==> src/rtl/wsp_pkg.sv <==
// Package for the weighted sample prediction block: payload words, coefficients and codes.
`default_nettype none

package wsp_pkg;

  localparam int LANES    = 4;
  localparam int SAMPLE_W = 16;
  localparam int COEF_W   = 8;
  localparam int LOG2_W   = 4;
  localparam int PIX_W    = 8;
  localparam int PROD_W   = SAMPLE_W + COEF_W;
  localparam int BIAS_W   = 25;
  localparam int SUM_W    = PROD_W + 3;
  localparam int SHIFT_W  = LOG2_W + 1;
  localparam int CFG_IDX_W  = 3;
  localparam int CFG_DATA_W = 8;

  localparam logic signed [BIAS_W-1:0] DEF_UNI_BIAS  = BIAS_W'(32);
  localparam logic signed [BIAS_W-1:0] DEF_BI_BIAS   = BIAS_W'(64);
  localparam logic [SHIFT_W-1:0]       DEF_UNI_SHIFT = SHIFT_W'(6);
  localparam logic [SHIFT_W-1:0]       DEF_BI_SHIFT  = SHIFT_W'(7);
  localparam logic [PIX_W-1:0]         PIX_MAX       = '1;

  typedef enum logic [1:0] {
    MODE_DEF_UNI = 2'd0,
    MODE_DEF_BI  = 2'd1,
    MODE_EXP_UNI = 2'd2,
    MODE_EXP_BI  = 2'd3
  } pred_mode_e;

  typedef enum logic [CFG_IDX_W-1:0] {
    CFG_PRED_MODE   = 3'd0,
    CFG_WEIGHT_ZERO = 3'd1,
    CFG_OFFSET_ZERO = 3'd2,
    CFG_WEIGHT_ONE  = 3'd3,
    CFG_OFFSET_ONE  = 3'd4,
    CFG_LOG2_DENOM  = 3'd5
  } cfg_index_e;

  typedef struct packed {
    logic signed [SAMPLE_W-1:0] first_s0;
    logic signed [SAMPLE_W-1:0] first_s1;
    logic signed [SAMPLE_W-1:0] first_s2;
    logic signed [SAMPLE_W-1:0] first_s3;
    logic signed [SAMPLE_W-1:0] second_s0;
    logic signed [SAMPLE_W-1:0] second_s1;
    logic signed [SAMPLE_W-1:0] second_s2;
    logic signed [SAMPLE_W-1:0] second_s3;
  } wsp_in_t;

  typedef struct packed {
    logic [PIX_W-1:0] pix0;
    logic [PIX_W-1:0] pix1;
    logic [PIX_W-1:0] pix2;
    logic [PIX_W-1:0] pix3;
  } wsp_out_t;

  // Coefficients that every mode reduces to.
  typedef struct packed {
    logic signed [COEF_W-1:0] w0;
    logic signed [COEF_W-1:0] w1;
    logic signed [BIAS_W-1:0] bias;
    logic [SHIFT_W-1:0]       shift;
    logic signed [COEF_W-1:0] offset;
  } coef_t;

  typedef struct packed {
    logic mul_en;
    logic sum_en;
  } pipe_en_t;

endpackage

`default_nettype wire

==> src/rtl/wsp_lane.sv <==
// One lane of the weighting datapath: multiply stage, then sum and arithmetic shift stage.
`default_nettype none

module wsp_lane
  import wsp_pkg::*;
(
  input  wire logic                       clk_i,
  input  wire logic signed [SAMPLE_W-1:0] first_i,
  input  wire logic signed [SAMPLE_W-1:0] second_i,
  input  wire coef_t                      coef_i,
  input  wire pipe_en_t                   en_i,
  output logic signed [SUM_W-1:0]         scaled_o
);

  logic signed [PROD_W-1:0] prod0_q, prod1_q;
  logic signed [SUM_W-1:0]  sum_d;
  logic signed [SUM_W-1:0]  scaled_q;

  always_ff @(posedge clk_i) begin
    if (en_i.mul_en) begin
      prod0_q <= PROD_W'(first_i) * PROD_W'(coef_i.w0);
      prod1_q <= PROD_W'(second_i) * PROD_W'(coef_i.w1);
    end
  end

  // Rounding bias (in explicit bi it also holds the offsets) is folded into one add before the shift.
  always_comb begin
    sum_d = SUM_W'(prod0_q) + SUM_W'(prod1_q) + SUM_W'(coef_i.bias);
  end

  always_ff @(posedge clk_i) begin
    if (en_i.sum_en) begin
      scaled_q <= sum_d >>> coef_i.shift;
    end
  end

  assign scaled_o = scaled_q;

endmodule

`default_nettype wire

==> src/rtl/wsp_merge.sv <==
// Output stage: adds the post-shift offset, clips each lane and packs the result word.
`default_nettype none

module wsp_merge
  import wsp_pkg::*;
(
  input  wire logic                     clk_i,
  input  wire logic                     load_i,
  input  wire logic signed [SUM_W-1:0]  scaled_i [LANES],
  input  wire logic signed [COEF_W-1:0] offset_i,
  output wsp_out_t                      data_o
);

  logic [PIX_W-1:0] pix_d [LANES];
  logic [PIX_W-1:0] pix_q [LANES];

  for (genvar i = 0; i < LANES; i++) begin : g_clip
    logic signed [SUM_W:0] biased;

    always_comb begin
      biased = (SUM_W+1)'(scaled_i[i]) + (SUM_W+1)'(offset_i);
      if (biased < 0) begin
        pix_d[i] = '0;
      end else if (biased > (SUM_W+1)'(PIX_MAX)) begin
        pix_d[i] = PIX_MAX;
      end else begin
        pix_d[i] = biased[PIX_W-1:0];
      end
    end

    always_ff @(posedge clk_i) begin
      if (load_i) begin
        pix_q[i] <= pix_d[i];
      end
    end
  end

  assign data_o = '{pix0: pix_q[0], pix1: pix_q[1], pix2: pix_q[2], pix3: pix_q[3]};

endmodule

`default_nettype wire

==> src/rtl/weighted_sample_prediction_top.sv <==
// Top level of the weighted sample prediction block: configuration, lanes and pipeline control.
// Usage notes.
// The input channel (in_valid_i, in_stall_o, in_data_i) takes one word of four list 0 and
// four list 1 intermediate samples; the output channel (out_valid_o, out_stall_i,
// out_data_o) gives one word of four clipped 8-bit pixels for each input word, in order.
// A word moves on a rising edge at which valid is high and stall is low.
// The four lanes run side by side through three register stages: multiply, sum and
// shift, then offset, clip and the output register. One word can be accepted in every
// cycle in which in_stall_o is low.
// Each stage loads whenever it is empty or the stage after it moves on, so bubbles in
// the pipeline are squeezed out while the receiver stalls; in_stall_o rises only when
// all three stages hold words and out_stall_i is high.
// The configuration channel (cfg_valid_i, cfg_ready_o, cfg_index_i, cfg_data_i) is always
// ready. Indices 0 to 5 select mode, weight zero, offset zero, weight one, offset one and
// log2 denominator; other indices are ignored. Registers should be written only while
// no word is in flight.
// Reset clears the pipeline and puts the registers into default uni mode with unit
// weights, zero offsets and a log2 denominator of six.
`default_nettype none

module weighted_sample_prediction_top
  import wsp_pkg::*;
(
  input  wire logic                  clk_i,
  input  wire logic                  rst_ni,
  input  wire logic                  in_valid_i,
  output logic                       in_stall_o,
  input  wire wsp_in_t               in_data_i,
  output logic                       out_valid_o,
  input  wire logic                  out_stall_i,
  output wsp_out_t                   out_data_o,
  input  wire logic                  cfg_valid_i,
  output logic                       cfg_ready_o,
  input  wire logic [CFG_IDX_W-1:0]  cfg_index_i,
  input  wire logic [CFG_DATA_W-1:0] cfg_data_i
);

  // Configuration registers.
  pred_mode_e               pred_mode_q;
  logic signed [COEF_W-1:0] weight_zero_q, offset_zero_q;
  logic signed [COEF_W-1:0] weight_one_q, offset_one_q;
  logic [LOG2_W-1:0]        log2_denom_q;

  assign cfg_ready_o = 1'b1;

  always_ff @(posedge clk_i or negedge rst_ni) begin
    if (!rst_ni) begin
      pred_mode_q   <= MODE_DEF_UNI;
      weight_zero_q <= COEF_W'(1);
      offset_zero_q <= '0;
      weight_one_q  <= COEF_W'(1);
      offset_one_q  <= '0;
      log2_denom_q  <= LOG2_W'(6);
    end else if (cfg_valid_i && cfg_ready_o) begin
      case (cfg_index_i)
        CFG_PRED_MODE:   pred_mode_q   <= pred_mode_e'(cfg_data_i[1:0]);
        CFG_WEIGHT_ZERO: weight_zero_q <= cfg_data_i;
        CFG_OFFSET_ZERO: offset_zero_q <= cfg_data_i;
        CFG_WEIGHT_ONE:  weight_one_q  <= cfg_data_i;
        CFG_OFFSET_ONE:  offset_one_q  <= cfg_data_i;
        CFG_LOG2_DENOM:  log2_denom_q  <= cfg_data_i[LOG2_W-1:0];
        default: ;
      endcase
    end
  end

  // Every mode is reduced to ((a*w0 + b*w1 + bias) >>> shift) + offset. Default modes are the
  // explicit ones with w = 1, o = 0, log2 denominator 6; explicit bi keeps offsets in the bias.
  coef_t                    coef;
  logic signed [COEF_W+1:0] off_sum;

  always_comb begin
    off_sum = (COEF_W+2)'(offset_zero_q) + (COEF_W+2)'(offset_one_q) + (COEF_W+2)'(1);
    coef    = '0;
    case (pred_mode_q)
      MODE_DEF_UNI: begin
        coef.w0    = COEF_W'(1);
        coef.bias  = DEF_UNI_BIAS;
        coef.shift = DEF_UNI_SHIFT;
      end
      MODE_DEF_BI: begin
        coef.w0    = COEF_W'(1);
        coef.w1    = COEF_W'(1);
        coef.bias  = DEF_BI_BIAS;
        coef.shift = DEF_BI_SHIFT;
      end
      MODE_EXP_UNI: begin
        coef.w0     = weight_zero_q;
        coef.shift  = SHIFT_W'(log2_denom_q);
        coef.offset = offset_zero_q;
        if (log2_denom_q != '0) begin
          coef.bias = BIAS_W'(1) <<< (log2_denom_q - LOG2_W'(1));
        end
      end
      MODE_EXP_BI: begin
        coef.w0    = weight_zero_q;
        coef.w1    = weight_one_q;
        coef.bias  = BIAS_W'(off_sum) <<< log2_denom_q;
        coef.shift = SHIFT_W'(log2_denom_q) + SHIFT_W'(1);
      end
      default: ;
    endcase
  end

  // Pipeline occupancy and the ready chain from the output back to the input.
  logic     mul_valid_q, sum_valid_q, out_valid_q;
  logic     mul_rdy, sum_rdy, out_rdy;
  pipe_en_t pipe_en;

  assign out_rdy    = !out_valid_q || !out_stall_i;
  assign sum_rdy    = !sum_valid_q || out_rdy;
  assign mul_rdy    = !mul_valid_q || sum_rdy;
  assign in_stall_o = !mul_rdy;

  assign pipe_en.mul_en = mul_rdy;
  assign pipe_en.sum_en = sum_rdy;

  always_ff @(posedge clk_i or negedge rst_ni) begin
    if (!rst_ni) begin
      mul_valid_q <= 1'b0;
      sum_valid_q <= 1'b0;
      out_valid_q <= 1'b0;
    end else begin
      if (mul_rdy) begin
        mul_valid_q <= in_valid_i;
      end
      if (sum_rdy) begin
        sum_valid_q <= mul_valid_q;
      end
      if (out_rdy) begin
        out_valid_q <= sum_valid_q;
      end
    end
  end

  assign out_valid_o = out_valid_q;

  // Unpack the input word into per-lane samples.
  logic signed [SAMPLE_W-1:0] first_lane  [LANES];
  logic signed [SAMPLE_W-1:0] second_lane [LANES];
  logic signed [SUM_W-1:0]    scaled_lane [LANES];

  assign first_lane[0]  = in_data_i.first_s0;
  assign first_lane[1]  = in_data_i.first_s1;
  assign first_lane[2]  = in_data_i.first_s2;
  assign first_lane[3]  = in_data_i.first_s3;
  assign second_lane[0] = in_data_i.second_s0;
  assign second_lane[1] = in_data_i.second_s1;
  assign second_lane[2] = in_data_i.second_s2;
  assign second_lane[3] = in_data_i.second_s3;

  for (genvar i = 0; i < LANES; i++) begin : g_lane
    wsp_lane u_lane (
      .clk_i    (clk_i),
      .first_i  (first_lane[i]),
      .second_i (second_lane[i]),
      .coef_i   (coef),
      .en_i     (pipe_en),
      .scaled_o (scaled_lane[i])
    );
  end

  wsp_merge u_merge (
    .clk_i    (clk_i),
    .load_i   (out_rdy),
    .scaled_i (scaled_lane),
    .offset_i (coef.offset),
    .data_o   (out_data_o)
  );

  // An accepted word always lands in the multiply stage.
  a_accept_fills : assert property (@(posedge clk_i) disable iff (!rst_ni)
    in_valid_i && !in_stall_o |=> mul_valid_q)
    else $error("accepted word did not enter the multiply stage");

  // Back-pressure only starts at the output.
  a_stall_source : assert property (@(posedge clk_i) disable iff (!rst_ni)
    !out_stall_i |-> !in_stall_o)
    else $error("input stalled while the output was free");

  // A word in the sum stage reaches an empty output register on the next edge.
  a_sum_to_out : assert property (@(posedge clk_i) disable iff (!rst_ni)
    sum_valid_q && !out_valid_q |=> out_valid_o)
    else $error("word lost between sum stage and output register");

endmodule

`default_nettype wire

==> config.mk <==
export PLATFORM = sky130hd
export DESIGN_NAME = weighted_sample_prediction_top
export DESIGN_NICKNAME = d
export VERILOG_FILES = /design/src/rtl/wsp_pkg.sv /design/src/rtl/wsp_lane.sv /design/src/rtl/wsp_merge.sv /design/src/rtl/weighted_sample_prediction_top.sv
export SDC_FILE = /design/constraint.sdc
export NUM_CORES = 2
export LEC_CHECK = 0
export CORE_ASPECT_RATIO = 1.75
export CORE_MARGIN = 2
export CORE_UTILIZATION = 44
export DETAILED_ROUTE_END_ITERATION = 10
export DONT_BUFFER_PORTS = 1
export PLACE_DENSITY = 0.64
export SETUP_SLACK_MARGIN = 0.3
export SLEW_MARGIN = 20
export SYNTH_ARGS = -nofsm -noshare
export SYNTH_HDL_FRONTEND = slang
export SYNTH_SLANG_ARGS = --single-unit
==> constraint.sdc <==
create_clock -name clk_i -period 23.1 [get_ports clk_i]
set_clock_uncertainty 0.2 [all_clocks]
set_input_delay 5.775 -clock clk_i [delete_from_list [all_inputs] [get_ports clk_i]]
set_output_delay 5.775 -clock clk_i [all_outputs]
set_load 0.01 [all_outputs]
---- After elaboration in Yosys (flattened, before gate mapping) ----
Memories as Yosys holds them, arrays and structs flattened.
Cells that the tools add are included.
storage, ports and cells
  flip-flop bits (word level) ............. 341
  bits in writable memories ............... 32
  bits of input ports ..................... 144
  logic and storage cells ................. 102
  memories ................................ 1
cells by class
  add/sub/neg operators ................... 16
  multipliers ............................. 8
  magnitude comparators ................... 8
  eq/ne operators ......................... 8
  shift-type cells ........................ 6
  multiplexer cells ....................... 15
  reduce and logical (&&, ||, !) cells .... 19
memory list
  memory         depth  width  read ports  clocked after Yosys merged registers in  wr ports  RTL line         source
  u_merge.pix_q  4      8      4           0                                        4         wsp_merge.sv:15  logic [PIX_W-1:0] pix_q [LANES];
operators with widths
  operator                                                                           count
  16-bit by 8-bit multiplier with 24-bit output                                      8
  30-bit one-hot mux with 4 select lines                                             1
  27-bit by 8-bit adder with 28-bit output                                           4
  28-bit by 8-bit greater-than comparator with 1-bit output (second input constant)  4
  28-bit by 1-bit less-than comparator with 1-bit output (second input constant)     4
  27-bit by 5-bit >>> shifter with 27-bit output                                     4
  25-bit by 25-bit adder with 26-bit output                                          4
  24-bit by 24-bit adder with 25-bit output                                          4
  8-bit 2-to-1 mux                                                                   9
  8-bit one-hot mux with 2 select lines                                              2
  25-bit 2-to-1 mux                                                                  1
  10-bit by 4-bit <<< shifter with 25-bit output                                     1
  2-bit by 4-bit <<< shifter with 25-bit output (first input constant)               1
  2-bit AND reduction                                                                6
  9-bit by 2-bit adder with 10-bit output (second input constant)                    1
  8-bit by 8-bit adder with 9-bit output                                             1
  3-bit by 2-bit equality test with 1-bit output (second input constant)             2
  3-bit equality test (second input constant)                                        2
  4-bit by 1-bit adder with 5-bit output (second input constant)                     1
  1-bit zero test                                                                    5
  2-bit equality test (second input constant)                                        2
  4-bit nonzero test                                                                 1
  2-bit OR reduction                                                                 2
  4-bit by 1-bit subtractor with 4-bit output (second input constant)                1
  other kinds (6)                                                                    9

---- Longest topological paths before layout ----
  word-level depth ........................ 6
  depth in mapped cells ................... 32

---- Modules after synthesis ----
Synthesis repeated with hierarchy kept, for this count alone.
second synthesis, totals
  cell total of the unflattened synthesis .. 7991
  area, all modules ....................... 71770.1 µm²
modules (own cells, without submodules)
  module                          times used  cells each  area an instance (µm²)  sequential area each (µm²)
  wsp_lane (g_lane[0].u_lane)     1           1690        15407.3                 2222.1
  wsp_lane (g_lane[1].u_lane)     1           1684        15313.4                 2222.1
  wsp_lane (g_lane[2].u_lane)     1           1621        15144.5                 2222.1
  wsp_lane (g_lane[3].u_lane)     1           1593        14820.5                 2222.1
  wsp_merge                       1           1016        7643.6                  960.9
  weighted_sample_prediction_top  1           387         3440.8                  1031.0

---- Least setup slack after synthesis ----
No wires, ideal clock.
  kind .................................... input-to-output
  from .................................... in out_stall_i
  to ...................................... out in_stall_o
  arrival ................................. 12409 ps
  required time ........................... 17125 ps
  slack ................................... 4716 ps
  stages .................................. 2
  buffers on the path ..................... 0
  cell sequence ........................... nand4_1 > inv_1
on the way
  longest elaborated chain between the ends .. 5
RTL lines
  what              RTL line                               source
  from (decl)       weighted_sample_prediction_top.sv:30   input wire logic out_stall_i,
  1-bit zero test   weighted_sample_prediction_top.sv:110  assign out_rdy = !out_valid_q || !out_stall_i;
  1-bit logical OR  weighted_sample_prediction_top.sv:110
  1-bit logical OR  weighted_sample_prediction_top.sv:111  assign sum_rdy = !sum_valid_q || out_rdy;
  1-bit logical OR  weighted_sample_prediction_top.sv:112  assign mul_rdy = !mul_valid_q || sum_rdy;
  1-bit zero test   weighted_sample_prediction_top.sv:113  assign in_stall_o = !mul_rdy;
  to (decl)         weighted_sample_prediction_top.sv:27   output logic in_stall_o,
Every way passes these cells.

---- Worst setup path after layout ----
Ends and elaborated chain as after synthesis.

==> flow_summary_export.csv <==
group,metric,value,unit
run_status,outcome,"finished clean",
global_routing,grt_max_degree,127,
logic_synthesis,synth_top_cells_by_area,"fa_1 28%, edfxtp_1 15%, ha_1 11%",
drt,wirelength,209600,um
cts,cts_buffer_depth,3,
drt,wl_per_cell,22.38,um
logic_synthesis,syn_nets,9146,
critical_path,arrival,6.30,ns
critical_path,slowest_stage,"buf_4",
critical_path,crit_path_cell_trace,"nand4_1 -> buf_4 -> inv_1",
logic_synthesis,synth_top_area_cell,"fa_1",
cts,cts.clk_slew.worst_paths,0.05,ns
cts,clkLatencyLatePin,0.61,ns
placement,gp_congestion,1.010,
global_routing,grt_antenna_before_repair,11,
logic_synthesis,synth_top_area_share,27.62,%
logic_synthesis,synthTopCellsByCount,"1216 x inv_1, 929 x fa_1, 610 x nand2_1, 578 x ha_1, 413 x and2_1",
cts,ctsHoldBuffers,0,
cts,htreeDepth,2,
cts,cts.sinks,369,
logic_synthesis,synth-seq-cells,369,
global_routing,grt_overflow,0,
sta,fmax,0.08147,GHz
critical_path,crit_type,"input pin to output port",
logic_synthesis,yosysWarnings,0,
sta,period_needed,12.27,ns
sta,fin_setup_tns,0,ns
critical_path,crit_path_start_kind,"input pin",
global_routing,grt_pass1_vias,55010,
global_routing,grt_pass1_wl,319500,um
final_layout,utilization,46.42,%
logic_synthesis,syn_area_per_cell,8.985,um2
global_routing,grt.total_usage,26.63,%
cts,post-cts-setup-buffer-count,0,
logic_synthesis,synth_cell_types,97,
drt,ant_nets,0,
logic_synthesis,synth_area,67340,um2
logic_synthesis,synthFlopType,"edfxtp_1",
drt,drcViolationCount,0,
sta,setup_viol,0,
critical_path,endpoint_kind,"output port",
floorplanning,die-area,156300,um2
floorplanning,initial_core_util,44.12,%
sta,slew_headroom,25.76,%
sta,tightest_slew,1.107,ns
sta,fin_crit_sh,53.14,%
cts,cts_inserted_buffers,43,
floorplanning,fp.dieH,521.5,um
cts,cts_tree,"yes",
cts,root_buffer,"clkbuf_16",
critical_path,required,17.12,ns
logic_synthesis,async_flop_share,11.11,%
sta,maxSlewViolCount,0,
floorplanning,die_x,299.7,um
final_layout,drive_gt1_share,5.542,%
critical_path,max_stage_delay,0.30,ns
sta,hold_viol,0,
placement,place_hpwl,171400,um
placement,port_buffers,0,
logic_synthesis,ys_seq_area_share,16.16,%
run,maxCapViolations,0,
logic_synthesis,syn_inst,7495,
logic_synthesis,yosysMostFrequentCell,"inv_1",
floorplanning,core_area,152600,um2
floorplanning,rows,190,
min_path,hp-class,"flip-flop to flip-flop",
final_layout,syn_to_final_growth,5.195,%
logic_synthesis,synth-edff-count,328,
drt,drtPass1Iterations,6,
critical_path,cp_max_fo,6,
sta,rsz0062_at_grt,"no",
final_layout,final_nets,8962,
drt,drtIter0Drc,3281,
drt,vias,53480,
cts,cts_resized,0,
floorplanning,io_pins,179,
drt,vias_per_cell,5.709,
## area by class of cell
type	instances	area [um2]
Antenna cell	8	20.02
Clock buffer	46	1109
Clock inverter	32	314.1
Fill cell	14640	81780
Inverter	1218	4572
Multi-Input combinational cell	5611	50890
Sequential cell	369	10890
Tap cell	2016	2522
Timing Repair Buffer	68	523.0
## path summary, 6_finish.rpt
path	to	slack, ns	from	cells after the start
worst max-delay path	in_stall_o	10.83	out_stall_i	3
worst min-delay path	sum_valid_q	0.27	mul_valid_q	1
worst max register to register	g_lane[0].u_lane.prod0_q[23]	14.29	pred_mode_q[1]	22
worst min register to register	sum_valid_q	0.27	mul_valid_q	1
max in group asynchronous	weight_one_q[0]	17.85	rst_ni	0
min in group asynchronous	weight_one_q[6]	4.66	rst_ni	0
## cell usage in the layout (no fill, tap or decap), types with 29 or more instances in the layout
cell and instances:
clkbuf_16 44, nor3_1 115, and3_1 280, o21ai_0 277, o21a_1 47, dfrtp_1 32
a21boi_0 31, a21o_1 130, nand2b_1 45, ha_1 578, o22ai_1 36, xor2_1 85
nand2_1 606, edfxtp_1 328, or2_2 137, xnor2_1 228, inv_1 1216, fa_1 929
a31oi_1 66, buf_4 67, a21oi_1 360, nor2_1 359, and2_1 408, nand3_1 106
o211ai_1 67, or3_1 29, nor2b_1 49, mux2_2 63, mux2i_1 95, a211oi_1 87
## worst max-delay path: cells and delay by family
family / cells / cell delay [ns]
buffers and inverters: 2 / 0.46
and+or+nand+nor: 1 / 0.05
## per-layer routing
metal  part of all wire, %  track usage [%]  vias to the layer above
li1                      -                -                    24570
met1                    35            28.32                    26800
met2                    51            48.05                     1552
met3                   5.1            3.893                      552
met4                   8.5            18.92                        8
met5                 0.022                0                        -
## registers in the layout, summed over array words and instances (netlist names), 8 cells and up
name	cells
g_lane.u_lane.scaled_o	104
g_lane.u_lane.prod0_q	96
g_lane.u_lane.prod1_q	96
u_merge.pix_q	32
offset_one_q	8
offset_zero_q	8
weight_one_q	8
weight_zero_q	8
## kinds of logic (layout without fill, tap and decap cells)
family                     Yosys count  in the layout  share of synthesized area [%]
and+or+nand+nor                   2240           2240                          16.95
adders and majority gates         1507           1507                          38.36
other                                1              9                       0.005568
AOI/OAI and AO/OA                 1388           1388                          13.44
muxes                              160            160                          2.532
DFF                                369            369                          16.16
buffers and inverters             1515           1364                          8.463
xor gates and xnor gates           315            315                          4.097
## metrics by stage
stage | hold slack (ns) | instances | worst slack [ns] | cell area [um2]
floorplan | 0.2348 | 7495 | 4.716 | 67340
global route | 0.2902 | 9361 | 10.80 | 70820
CTS | 0.2740 | 9360 | 10.80 | 70820
global placement | 0.2515 | 9282 | 10.81 | 69390
detailed placement | 0.2571 | 9282 | 10.81 | 69390
finish | 0.2682 | 9368 | 10.83 | 70840
Power is left out: the tool's default activity adds up to more than one toggle a clock period on the data nets, which glitch-free logic cannot reach.
